## src/rtl/rraa_pkg.sv

```systemverilog
// shared widths, constants and types for the round-robin adc average alarm
`timescale 1ns / 1ps

package rraa_pkg;

	localparam int CHANNELS_DEF = 8;
	localparam int SAMPLES_DEF  = 16;

	localparam int SMP_W  = 10;
	localparam int CHAN_W = 3;
	localparam int THR_W  = 10;
	localparam int WIN_W  = 9;

	localparam logic [SMP_W-1:0] FILL_LEVEL = 10'h266;

	localparam logic [THR_W-1:0]  THR_RST    = 10'd563;
	localparam logic [WIN_W-1:0]  WIN_RST    = 9'd10;
	localparam logic [CHAN_W-1:0] SUPPLY_RST = 3'd7;

	localparam int PADDR_W = 4;
	localparam int PDATA_W = 32;

	typedef enum logic [1:0] {
		REG_THRESHOLD = 2'd0,
		REG_WINDOW    = 2'd1,
		REG_SUPPLY    = 2'd2,
		REG_NONE      = 2'd3
	} reg_idx_t;

	// load enables for the two divider stages
	typedef struct packed {
		logic ld_s2;
		logic ld_s3;
	} div_ctl_t;

endpackage

```

## src/rtl/rraa_ram.sv

```systemverilog
// generic single write port ram with registered read and read enable
`timescale 1ns / 1ps

module rraa_ram #(
	parameter int WIDTH = 10,
	parameter int DEPTH = 128,
	parameter int ADDR_W = (DEPTH > 1) ? $clog2(DEPTH) : 1
) (
	input  logic              clk,
	input  logic              we,
	input  logic [ADDR_W-1:0] waddr,
	input  logic [WIDTH-1:0]  wdata,
	input  logic              re,
	input  logic [ADDR_W-1:0] raddr,
	output logic [WIDTH-1:0]  rdata
);

	logic [WIDTH-1:0] mem [DEPTH];

	always_ff @(posedge clk) begin
		if (we) begin
			mem[waddr] <= wdata;
		end
		if (re) begin
			rdata <= mem[raddr];
		end
	end

endmodule

```

## src/rtl/rraa_div.sv

```systemverilog
// two stage divide of the window sum by the constant sample count
`timescale 1ns / 1ps

module rraa_div
	#(
	parameter int SAMPLES = 16,
	parameter int SUM_W = 14
) (
	input  logic                  clk,
	input  rraa_pkg::div_ctl_t    ctl,
	input  logic [SUM_W-1:0]      sum,
	output logic [rraa_pkg::SMP_W-1:0] mean
);
	import rraa_pkg::*;

	// reciprocal scaled by 2^SUM_W, quotient estimate is low by at most one
	localparam int MUL_W  = SUM_W + 1;
	localparam int PROD_W = SUM_W + MUL_W;
	localparam logic [MUL_W-1:0] RECIP = MUL_W'((1 << SUM_W) / SAMPLES);
	localparam logic [SUM_W-1:0] DIVISOR = SUM_W'(SAMPLES);

	logic [SUM_W-1:0]  sum_s2;
	logic [SUM_W-1:0]  sum_s3;
	logic [PROD_W-1:0] prod_s3;
	logic [SMP_W-1:0]  q0;
	logic [SUM_W-1:0]  rem;

	always_ff @(posedge clk) begin
		if (ctl.ld_s2) begin
			sum_s2 <= sum;
		end
		if (ctl.ld_s3) begin
			sum_s3  <= sum_s2;
			prod_s3 <= PROD_W'(sum_s2) * PROD_W'(RECIP);
		end
	end

	always_comb begin
		q0   = prod_s3[SUM_W +: SMP_W];
		rem  = sum_s3 - SUM_W'(SUM_W'(q0) * DIVISOR);
		mean = q0 + SMP_W'(rem >= DIVISOR);
	end

endmodule

```

## src/rtl/round_robin_adc_average_alarm_top.sv

```systemverilog
// round-robin multichannel moving average with low supply alarm
//
//  port group   dir  handshake               payload
//  cfg (apb)    in   psel/penable, pready=1  paddr, pwdata, prdata
//  in           in   in_valid / in_ready     sample
//  out          out  out_valid / out_ready   channel, latest, average, alarm,
//                                            alarm_start, alarm_stop
//
// one transaction per cycle sustained unless the output stalls; the path
// from accept to output valid: ram read at accept, sum update, reciprocal
// multiply, quotient fix and alarm compare into the output register.
// each stage holds its own valid bit, so bubbles close up while the output
// is stalled. reset needs no clearing pass: a fill flag marks the first
// sweep through the sample ram, during which old samples read as 0x266.
`timescale 1ns / 1ps

module round_robin_adc_average_alarm_top #(
	parameter int CHANNELS = rraa_pkg::CHANNELS_DEF,
	parameter int SAMPLES  = rraa_pkg::SAMPLES_DEF
) (
	input  logic                         clk,
	input  logic                         arst_n,
	input  logic                         psel,
	input  logic                         penable,
	input  logic                         pwrite,
	input  logic [rraa_pkg::PADDR_W-1:0] paddr,
	input  logic [rraa_pkg::PDATA_W-1:0] pwdata,
	output logic [rraa_pkg::PDATA_W-1:0] prdata,
	output logic                         pready,
	input  logic                         in_valid,
	output logic                         in_ready,
	input  logic [rraa_pkg::SMP_W-1:0]   sample,
	output logic                         out_valid,
	input  logic                         out_ready,
	output logic [rraa_pkg::CHAN_W-1:0]  channel,
	output logic [rraa_pkg::SMP_W-1:0]   latest,
	output logic [rraa_pkg::SMP_W-1:0]   average,
	output logic                         alarm,
	output logic                         alarm_start,
	output logic                         alarm_stop
);
	import rraa_pkg::*;

	localparam int DEPTH  = CHANNELS * SAMPLES;
	localparam int ADDR_W = (DEPTH > 1) ? $clog2(DEPTH) : 1;
	localparam int CH_W   = (CHANNELS > 1) ? $clog2(CHANNELS) : 1;
	localparam int SUM_W  = $clog2(SAMPLES * 1023 + 1);
	localparam logic [SUM_W-1:0]  SUM_RST = SUM_W'(SAMPLES * 32'h266);
	localparam logic [ADDR_W-1:0] ADDR_LAST = ADDR_W'(DEPTH - 1);
	localparam logic [CH_W-1:0]   CH_LAST = CH_W'(CHANNELS - 1);

	// configuration registers
	logic [THR_W-1:0]  thr_q;
	logic [WIN_W-1:0]  win_q;
	logic [CHAN_W-1:0] supply_q;
	reg_idx_t          reg_idx;
	logic              cfg_wr;

	assign pready  = 1'b1;
	assign reg_idx = reg_idx_t'(paddr[3:2]);
	assign cfg_wr  = psel & penable & pwrite & pready;

	always_ff @(posedge clk or negedge arst_n) begin
		if (!arst_n) begin
			thr_q    <= THR_RST;
			win_q    <= WIN_RST;
			supply_q <= SUPPLY_RST;
		end else if (cfg_wr) begin
			case (reg_idx)
				REG_THRESHOLD: thr_q    <= pwdata[THR_W-1:0];
				REG_WINDOW:    win_q    <= pwdata[WIN_W-1:0];
				REG_SUPPLY:    supply_q <= pwdata[CHAN_W-1:0];
				default:       ;
			endcase
		end
	end

	always_comb begin
		case (reg_idx)
			REG_THRESHOLD: prdata = PDATA_W'(thr_q);
			REG_WINDOW:    prdata = PDATA_W'(win_q);
			REG_SUPPLY:    prdata = PDATA_W'(supply_q);
			default:       prdata = '0;
		endcase
	end

	// stage valids and load enables
	logic v_s1, v_s2, v_s3, v_s4, out_valid_q;
	logic ld_s1, ld_s2, ld_s3, ld_s4, ld_out;
	logic accept, s1_move;

	assign ld_out   = !out_valid_q || out_ready;
	assign ld_s4    = !v_s4 || ld_out;
	assign ld_s3    = !v_s3 || ld_s4;
	assign ld_s2    = !v_s2 || ld_s3;
	assign ld_s1    = !v_s1 || ld_s2;
	assign in_ready = ld_s1;
	assign accept   = in_valid && in_ready;
	assign s1_move  = v_s1 && ld_s2;
	assign out_valid = out_valid_q;

	always_ff @(posedge clk or negedge arst_n) begin
		if (!arst_n) begin
			v_s1        <= 1'b0;
			v_s2        <= 1'b0;
			v_s3        <= 1'b0;
			v_s4        <= 1'b0;
			out_valid_q <= 1'b0;
		end else begin
			if (ld_s1)  v_s1        <= in_valid;
			if (ld_s2)  v_s2        <= v_s1;
			if (ld_s3)  v_s3        <= v_s2;
			if (ld_s4)  v_s4        <= v_s3;
			if (ld_out) out_valid_q <= v_s4;
		end
	end

	// round-robin pointers; ram is laid out slot-major so its address just counts
	logic [ADDR_W-1:0] addr_q;
	logic [CH_W-1:0]   ch_q;
	logic              filled_q;

	always_ff @(posedge clk or negedge arst_n) begin
		if (!arst_n) begin
			addr_q   <= '0;
			ch_q     <= '0;
			filled_q <= 1'b0;
		end else if (accept) begin
			addr_q <= (addr_q == ADDR_LAST) ? '0 : addr_q + 1'b1;
			ch_q   <= (ch_q == CH_LAST) ? '0 : ch_q + 1'b1;
			if (addr_q == ADDR_LAST) begin
				filled_q <= 1'b1;
			end
		end
	end

	// stage 1: old sample out of ram, running sum update
	logic [ADDR_W-1:0] addr_s1;
	logic [CH_W-1:0]   ch_s1;
	logic [SMP_W-1:0]  smp_s1;
	logic              fill_s1;
	logic              byp_s1;
	logic [SMP_W-1:0]  byp_data_s1;
	logic [SMP_W-1:0]  ram_rdata;
	logic [SMP_W-1:0]  old_smp;
	logic [SUM_W-1:0]  sum_new;
	logic [SUM_W-1:0]  sums_q [CHANNELS];

	rraa_ram #(
		.WIDTH (SMP_W),
		.DEPTH (DEPTH),
		.ADDR_W(ADDR_W)
	) u_ram (
		.clk  (clk),
		.we   (s1_move),
		.waddr(addr_s1),
		.wdata(smp_s1),
		.re   (accept),
		.raddr(addr_q),
		.rdata(ram_rdata)
	);

	always_ff @(posedge clk) begin
		if (accept) begin
			addr_s1     <= addr_q;
			ch_s1       <= ch_q;
			smp_s1      <= sample;
			fill_s1     <= !filled_q;
			// read and write of the same entry in the same cycle
			byp_s1      <= s1_move && (addr_s1 == addr_q);
			byp_data_s1 <= smp_s1;
		end
	end

	always_comb begin
		if (byp_s1) begin
			old_smp = byp_data_s1;
		end else if (fill_s1) begin
			old_smp = FILL_LEVEL;
		end else begin
			old_smp = ram_rdata;
		end
		sum_new = sums_q[ch_s1] - SUM_W'(old_smp) + SUM_W'(smp_s1);
	end

	always_ff @(posedge clk or negedge arst_n) begin
		if (!arst_n) begin
			for (int i = 0; i < CHANNELS; i++) begin
				sums_q[i] <= SUM_RST;
			end
		end else if (s1_move) begin
			sums_q[ch_s1] <= sum_new;
		end
	end

	// stages 2 and 3: divide by the sample count
	div_ctl_t         div_ctl;
	logic [SMP_W-1:0] mean_s3;
	logic [CH_W-1:0]  ch_s2, ch_s3, ch_s4;
	logic [SMP_W-1:0] smp_s2, smp_s3, smp_s4;
	logic [SMP_W-1:0] mean_s4;

	assign div_ctl.ld_s2 = s1_move;
	assign div_ctl.ld_s3 = ld_s3 && v_s2;

	rraa_div #(
		.SAMPLES(SAMPLES),
		.SUM_W  (SUM_W)
	) u_div (
		.clk (clk),
		.ctl (div_ctl),
		.sum (sum_new),
		.mean(mean_s3)
	);

	always_ff @(posedge clk) begin
		if (div_ctl.ld_s2) begin
			ch_s2  <= ch_s1;
			smp_s2 <= smp_s1;
		end
		if (div_ctl.ld_s3) begin
			ch_s3  <= ch_s2;
			smp_s3 <= smp_s2;
		end
		if (ld_s4 && v_s3) begin
			ch_s4   <= ch_s3;
			smp_s4  <= smp_s3;
			mean_s4 <= mean_s3;
		end
	end

	// stage 4: hysteresis compare into the output register
	logic              alarm_q;
	logic              is_supply;
	logic [THR_W-1:0]  low_lim;
	logic [THR_W:0]    high_lim;
	logic              set_alarm, clr_alarm;
	logic              out_move;

	assign out_move = ld_out && v_s4;

	always_comb begin
		is_supply = (CHAN_W'(ch_s4) == supply_q);
		low_lim   = (thr_q >= THR_W'(win_q)) ? thr_q - THR_W'(win_q) : '0;
		high_lim  = (THR_W + 1)'(thr_q) + (THR_W + 1)'(win_q);
		set_alarm = is_supply && !alarm_q && (mean_s4 < low_lim);
		clr_alarm = is_supply && alarm_q && ((THR_W + 1)'(mean_s4) >= high_lim);
	end

	always_ff @(posedge clk or negedge arst_n) begin
		if (!arst_n) begin
			alarm_q <= 1'b0;
		end else if (out_move) begin
			if (set_alarm) begin
				alarm_q <= 1'b1;
			end else if (clr_alarm) begin
				alarm_q <= 1'b0;
			end
		end
	end

	always_ff @(posedge clk) begin
		if (out_move) begin
			channel     <= CHAN_W'(ch_s4);
			latest      <= smp_s4;
			average     <= mean_s4;
			alarm       <= (alarm_q || set_alarm) && !clr_alarm;
			alarm_start <= set_alarm;
			alarm_stop  <= clr_alarm;
		end
	end

endmodule

```

## config.mk

```make
export PLATFORM = sky130hd
export DESIGN_NAME = round_robin_adc_average_alarm_top
export DESIGN_NICKNAME = d
export VERILOG_FILES = /design/src/rtl/rraa_pkg.sv /design/src/rtl/rraa_ram.sv /design/src/rtl/rraa_div.sv /design/src/rtl/round_robin_adc_average_alarm_top.sv
export SDC_FILE = /design/constraint.sdc
export NUM_CORES = 2
export LEC_CHECK = 0
export BUFFER_PORTS_ARGS = -buffer_cell sky130_fd_sc_hd__buf_2
export CORE_MARGIN = 2
export CORE_UTILIZATION = 60
export CTS_CLUSTER_SIZE = 24
export DETAILED_ROUTE_END_ITERATION = 8
export GPL_TIMING_DRIVEN = 0
export HOLD_SLACK_MARGIN = 0.02
export PLACE_DENSITY = 0.79
export SKIP_LAST_GASP = 1
export SYNTH_ARGS = -nofsm -noshare
export SYNTH_HDL_FRONTEND = slang
export SYNTH_SLANG_ARGS = --single-unit
```

## constraint.sdc

```tcl
create_clock -name clk -period 7.8 [get_ports clk]
set_input_delay 0.78 -clock clk [delete_from_list [all_inputs] [get_ports clk]]
set_output_delay 0.78 -clock clk [all_outputs]
set_load 0.005 [all_outputs]
```

==> results_dict.tcl <==
set metrics [dict create \
    status "finished, violations left" \
    violations "capacitance limit, slew limit" \
    drtPass1Iterations 8 \
    place_hpwl_um 130800 \
    cts-root-buf "clkbuf_16" \
    synth_seq_cells 1568 \
    powerDensity_nw_per_um2 366.8 \
    min_from "sample[4]" \
    syn_inst 3538 \
    wl_per_cell_um 37.64 \
    rr_startpoint "v_s4" \
    setup_ws_ps 2194 \
    hold_violations 0 \
    synth_edf_count 1417 \
    insertion_delay_ps 800 \
    cts_tree "built" \
    dp_slack_ps 2119 \
    yosysTopAreaCell "edfxtp_1" \
    grtUsageTotal_pct 37.53 \
    synth_ff_type "edfxtp_1" \
    fin_crit_sh_pct 71.88 \
    crit_buf_inv 2 \
    crit_slowest_cell "nand3_1" \
    die-area_sq_um 108400 \
    pwr-share-clk_pct 27.8 \
    die_x_um 329.3 \
    required_ps 8140 \
    post-synth-top-count-cell "edfxtp_1" \
    async_flop_share_pct 9.630 \
    synth_cell_types 83 \
    hp-class "in2reg" \
    finish.utilization_pct 68.46 \
    syn_avg_cell_area_sq_um 17.94 \
    synthToLayoutAreaGrowth_pct 13.35 \
    setup_viol 0 \
    p_seq_share_pct 38.8 \
    drt-vias-per-instance 7.129 \
    pin_count 114 \
    finalNetCount 3956 \
    syn_area_sq_um 63490 \
    post_cts_buffers 0 \
    cp-end-kind "register" \
    fin_skew_ps 33.75 \
    setup_tns_ps 0 \
    gp_congestion 1.023 \
    synth_area_leaders "edfxtp_1 (67%), mux4_2 (8.9%), dfrtp_1 (4.0%)" \
    dpl_cell_area_sq_um 67060 \
    clkSinkCount 1568 \
    p_int_mw 16.80 \
    fin_area_sq_um 71960 \
    rsz0062_at_grt "no" \
    drive_gt1_share_pct 20.86 \
    cp-start-kind "register" \
    grt_pass1_wl_um 277800 \
    cpPeakStageDelay_ps 1220 \
    crit_top_cell "nand2_1" \
    whs_endpoint "smp_s1[4]" \
    crit_fanout 31 \
    cts_resized 0 \
    hold_path_depth 1 \
    drt_iter0_markers 7086 \
    port_buffers 66 \
    fp-row-count 119 \
    rrSetupSlack_ps 2190 \
    clk_pin_slew_ps 60 \
    ir_drop_mv 0.4726 \
    yosysSeqAreaShare_pct 73.07 \
    power.leakage_nw 24.43 \
    die_h_um 329.3 \
    placeableCoreArea_sq_um 105100 \
    drc 0 \
    finalMaxSlewViolations 22 \
    rr_worst_depth 7 \
    clockBufferDepth 3 \
    period_minus_slack_ps 5606 \
    crit_family "simple AND/OR/NAND/NOR gates" \
    maxSlewHeadroom_pct -8.655 \
    yosysTopAreaCellShare_pct 67.02 \
    regToRegEndpoint "u_ram.mem[106][6]" \
    antenna_found_initial 13 \
    initial_core_util_pct 60.39 \
    grt_overflow 0 \
    switching_share_pct 36.38 \
    wl_um 201600 \
    fillers 6472 \
    numCtsBuffers 154 \
    cap_viol_max_count 2 \
    grt_max_degree 79 \
    vias 38170 \
    critical_path_class "reg2reg" \
    net-switching-power_mw 9.602 \
    synth_common_cells "edfxtp_1 (1417), mux4_2 (250), mux2i_1 (206)" \
    timing.hold.ws_ps 168.2 \
    yosysWarnings 0 \
    cp_data_arrival_time_ps 5940 \
    cts-htree-levels 4 \
    comb_power_share_pct 33.4 \
    antenna_left 0 \
    grt_pass1_vias 36500 \
    fmax_mhz 178.4 \
    path_cells "and4b_1 > nand2_1 > nand2_1 > clkinv_1 > nand3_1 > clkbuf_1 > nor2_1" \
    crit_path_start "v_s4" \
    tightest_slew_ps 1630 \
]
-- layout make-up --
cell class	count	area, sq um	area share (%)
Clock inverter	78	755.7	1.050
Sequential cell	1568	46390	64.47
Tap cell	1391	1740	2.419
Multi-Input combinational cell	1712	15580	21.65
Inverter	63	237.7	0.3304
Buffer	216	1366	1.899
Timing Repair Buffer	122	1757	2.441
Antenna cell	4	10.01	0.01391
Clock buffer	201	4123	5.729
-- worst reg2reg max path, cell delays in order (launching register included) --
cell,delay (ps)
dfrtp_1,390
and4b_1,360
nand2_1,120
nand2_1,240
clkinv_1,1020
nand3_1,1220
clkbuf_1,1090
nor2_1,730
-- power groups by stage --
stage | logic, mW | registers, mW | clock network (mW)
after global routing | 8.99 | 10.3 | 7.62
after detailed placement | 8.27 | 10.4 | 0
after CTS | 8.37 | 10.2 | 7.32
final | 8.81 | 10.2 | 7.35
after global placement | 7.92 | 10.5 | 0
after floorplan | 4.77 | 10.4 | 0
-- kinds of logic (layout without fill, tap and decap cells) --
logic type | Yosys count | in the layout | share of synthesized area, %
AND/OR/NAND/NOR | 575 | 575 | 4.076
AO/OA/AOI/OAI | 517 | 517 | 5.363
adder cells (fa/ha/maj) | 66 | 66 | 1.443
other | 2 | 27 | 0.01183
multiplexers | 497 | 497 | 13.03
flip-flops | 1568 | 1568 | 73.07
buffers and inverters | 279 | 680 | 2.519
XOR/XNOR | 34 | 34 | 0.4809
-- state kept, by name (all words and copies together) (netlist names), 7 cells and up --
| name | cells |
|---|---|
| addr_q | 7 |
| addr_s1 | 7 |
| average | 10 |
| byp_data_s1 | 10 |
| latest | 10 |
| mean_s4 | 10 |
| smp_s1 | 10 |
| smp_s2 | 10 |
| smp_s3 | 10 |
| smp_s4 | 10 |
| sums_q | 112 |
| thr_q | 10 |
| u_div.sum_s2 | 10 |
| u_div.sum_s3 | 10 |
| u_ram.mem | 1280 |
| u_ram.rdata | 10 |
| win_q | 9 |
-- worst max-delay path by stage --
stage                         to  slack, ps  cells past startpoint
3_3_place_gp     u_div.sum_s2[7]       1190                      8
4_1_cts               sums_q[81]       2390                     15
3_5_place_dp    u_ram.mem[54][8]       2120                      8
5_1_grt              sums_q[109]       2000                     15
6_report       u_ram.mem[106][6]       2190                      7
2_1_floorplan    u_div.sum_s2[8]       3300                      8
-- cell usage in the layout, fill, tap and decap left out, types with 53 or more instances in the layout --
| cell type | instances |
|---|---|
| ha_1 | 54 |
| nand2_1 | 191 |
| mux4_2 | 250 |
| edfxtp_1 | 1417 |
| clkbuf_16 | 156 |
| dfrtp_1 | 101 |
| o21ai_0 | 160 |
| a22oi_1 | 53 |
| mux2i_1 | 206 |
| buf_2 | 112 |
| nor2_1 | 195 |
| a21oi_1 | 78 |
| clkbuf_1 | 116 |
| inv_1 | 61 |
-- routing by layer --
layer	track usage, %	vias up	wire length [um]
li1	-	14660	-
met1	49.51	19080	67690
met2	53.78	3706	87380
met3	15.78	703	33930
met4	19.26	20	12280
met5	0.8696	-	306
-- through the flow --
stage                     power (mW)  instances
after floorplan                15.13       3559
after global placement         18.45       5016
after global routing           26.89       5352
after CTS                      25.93       5350
after detailed placement       18.66       5070
final                          26.40       5355
-- what timing repair did --
action | 4_1_cts | 5_1_grt
hold endpoints to repair | 40 | 0
endpoints found under the setup margin | 0 | 0
hold buffers | 1 | 0
Note: power is estimated with default switching activity, not from simulation.
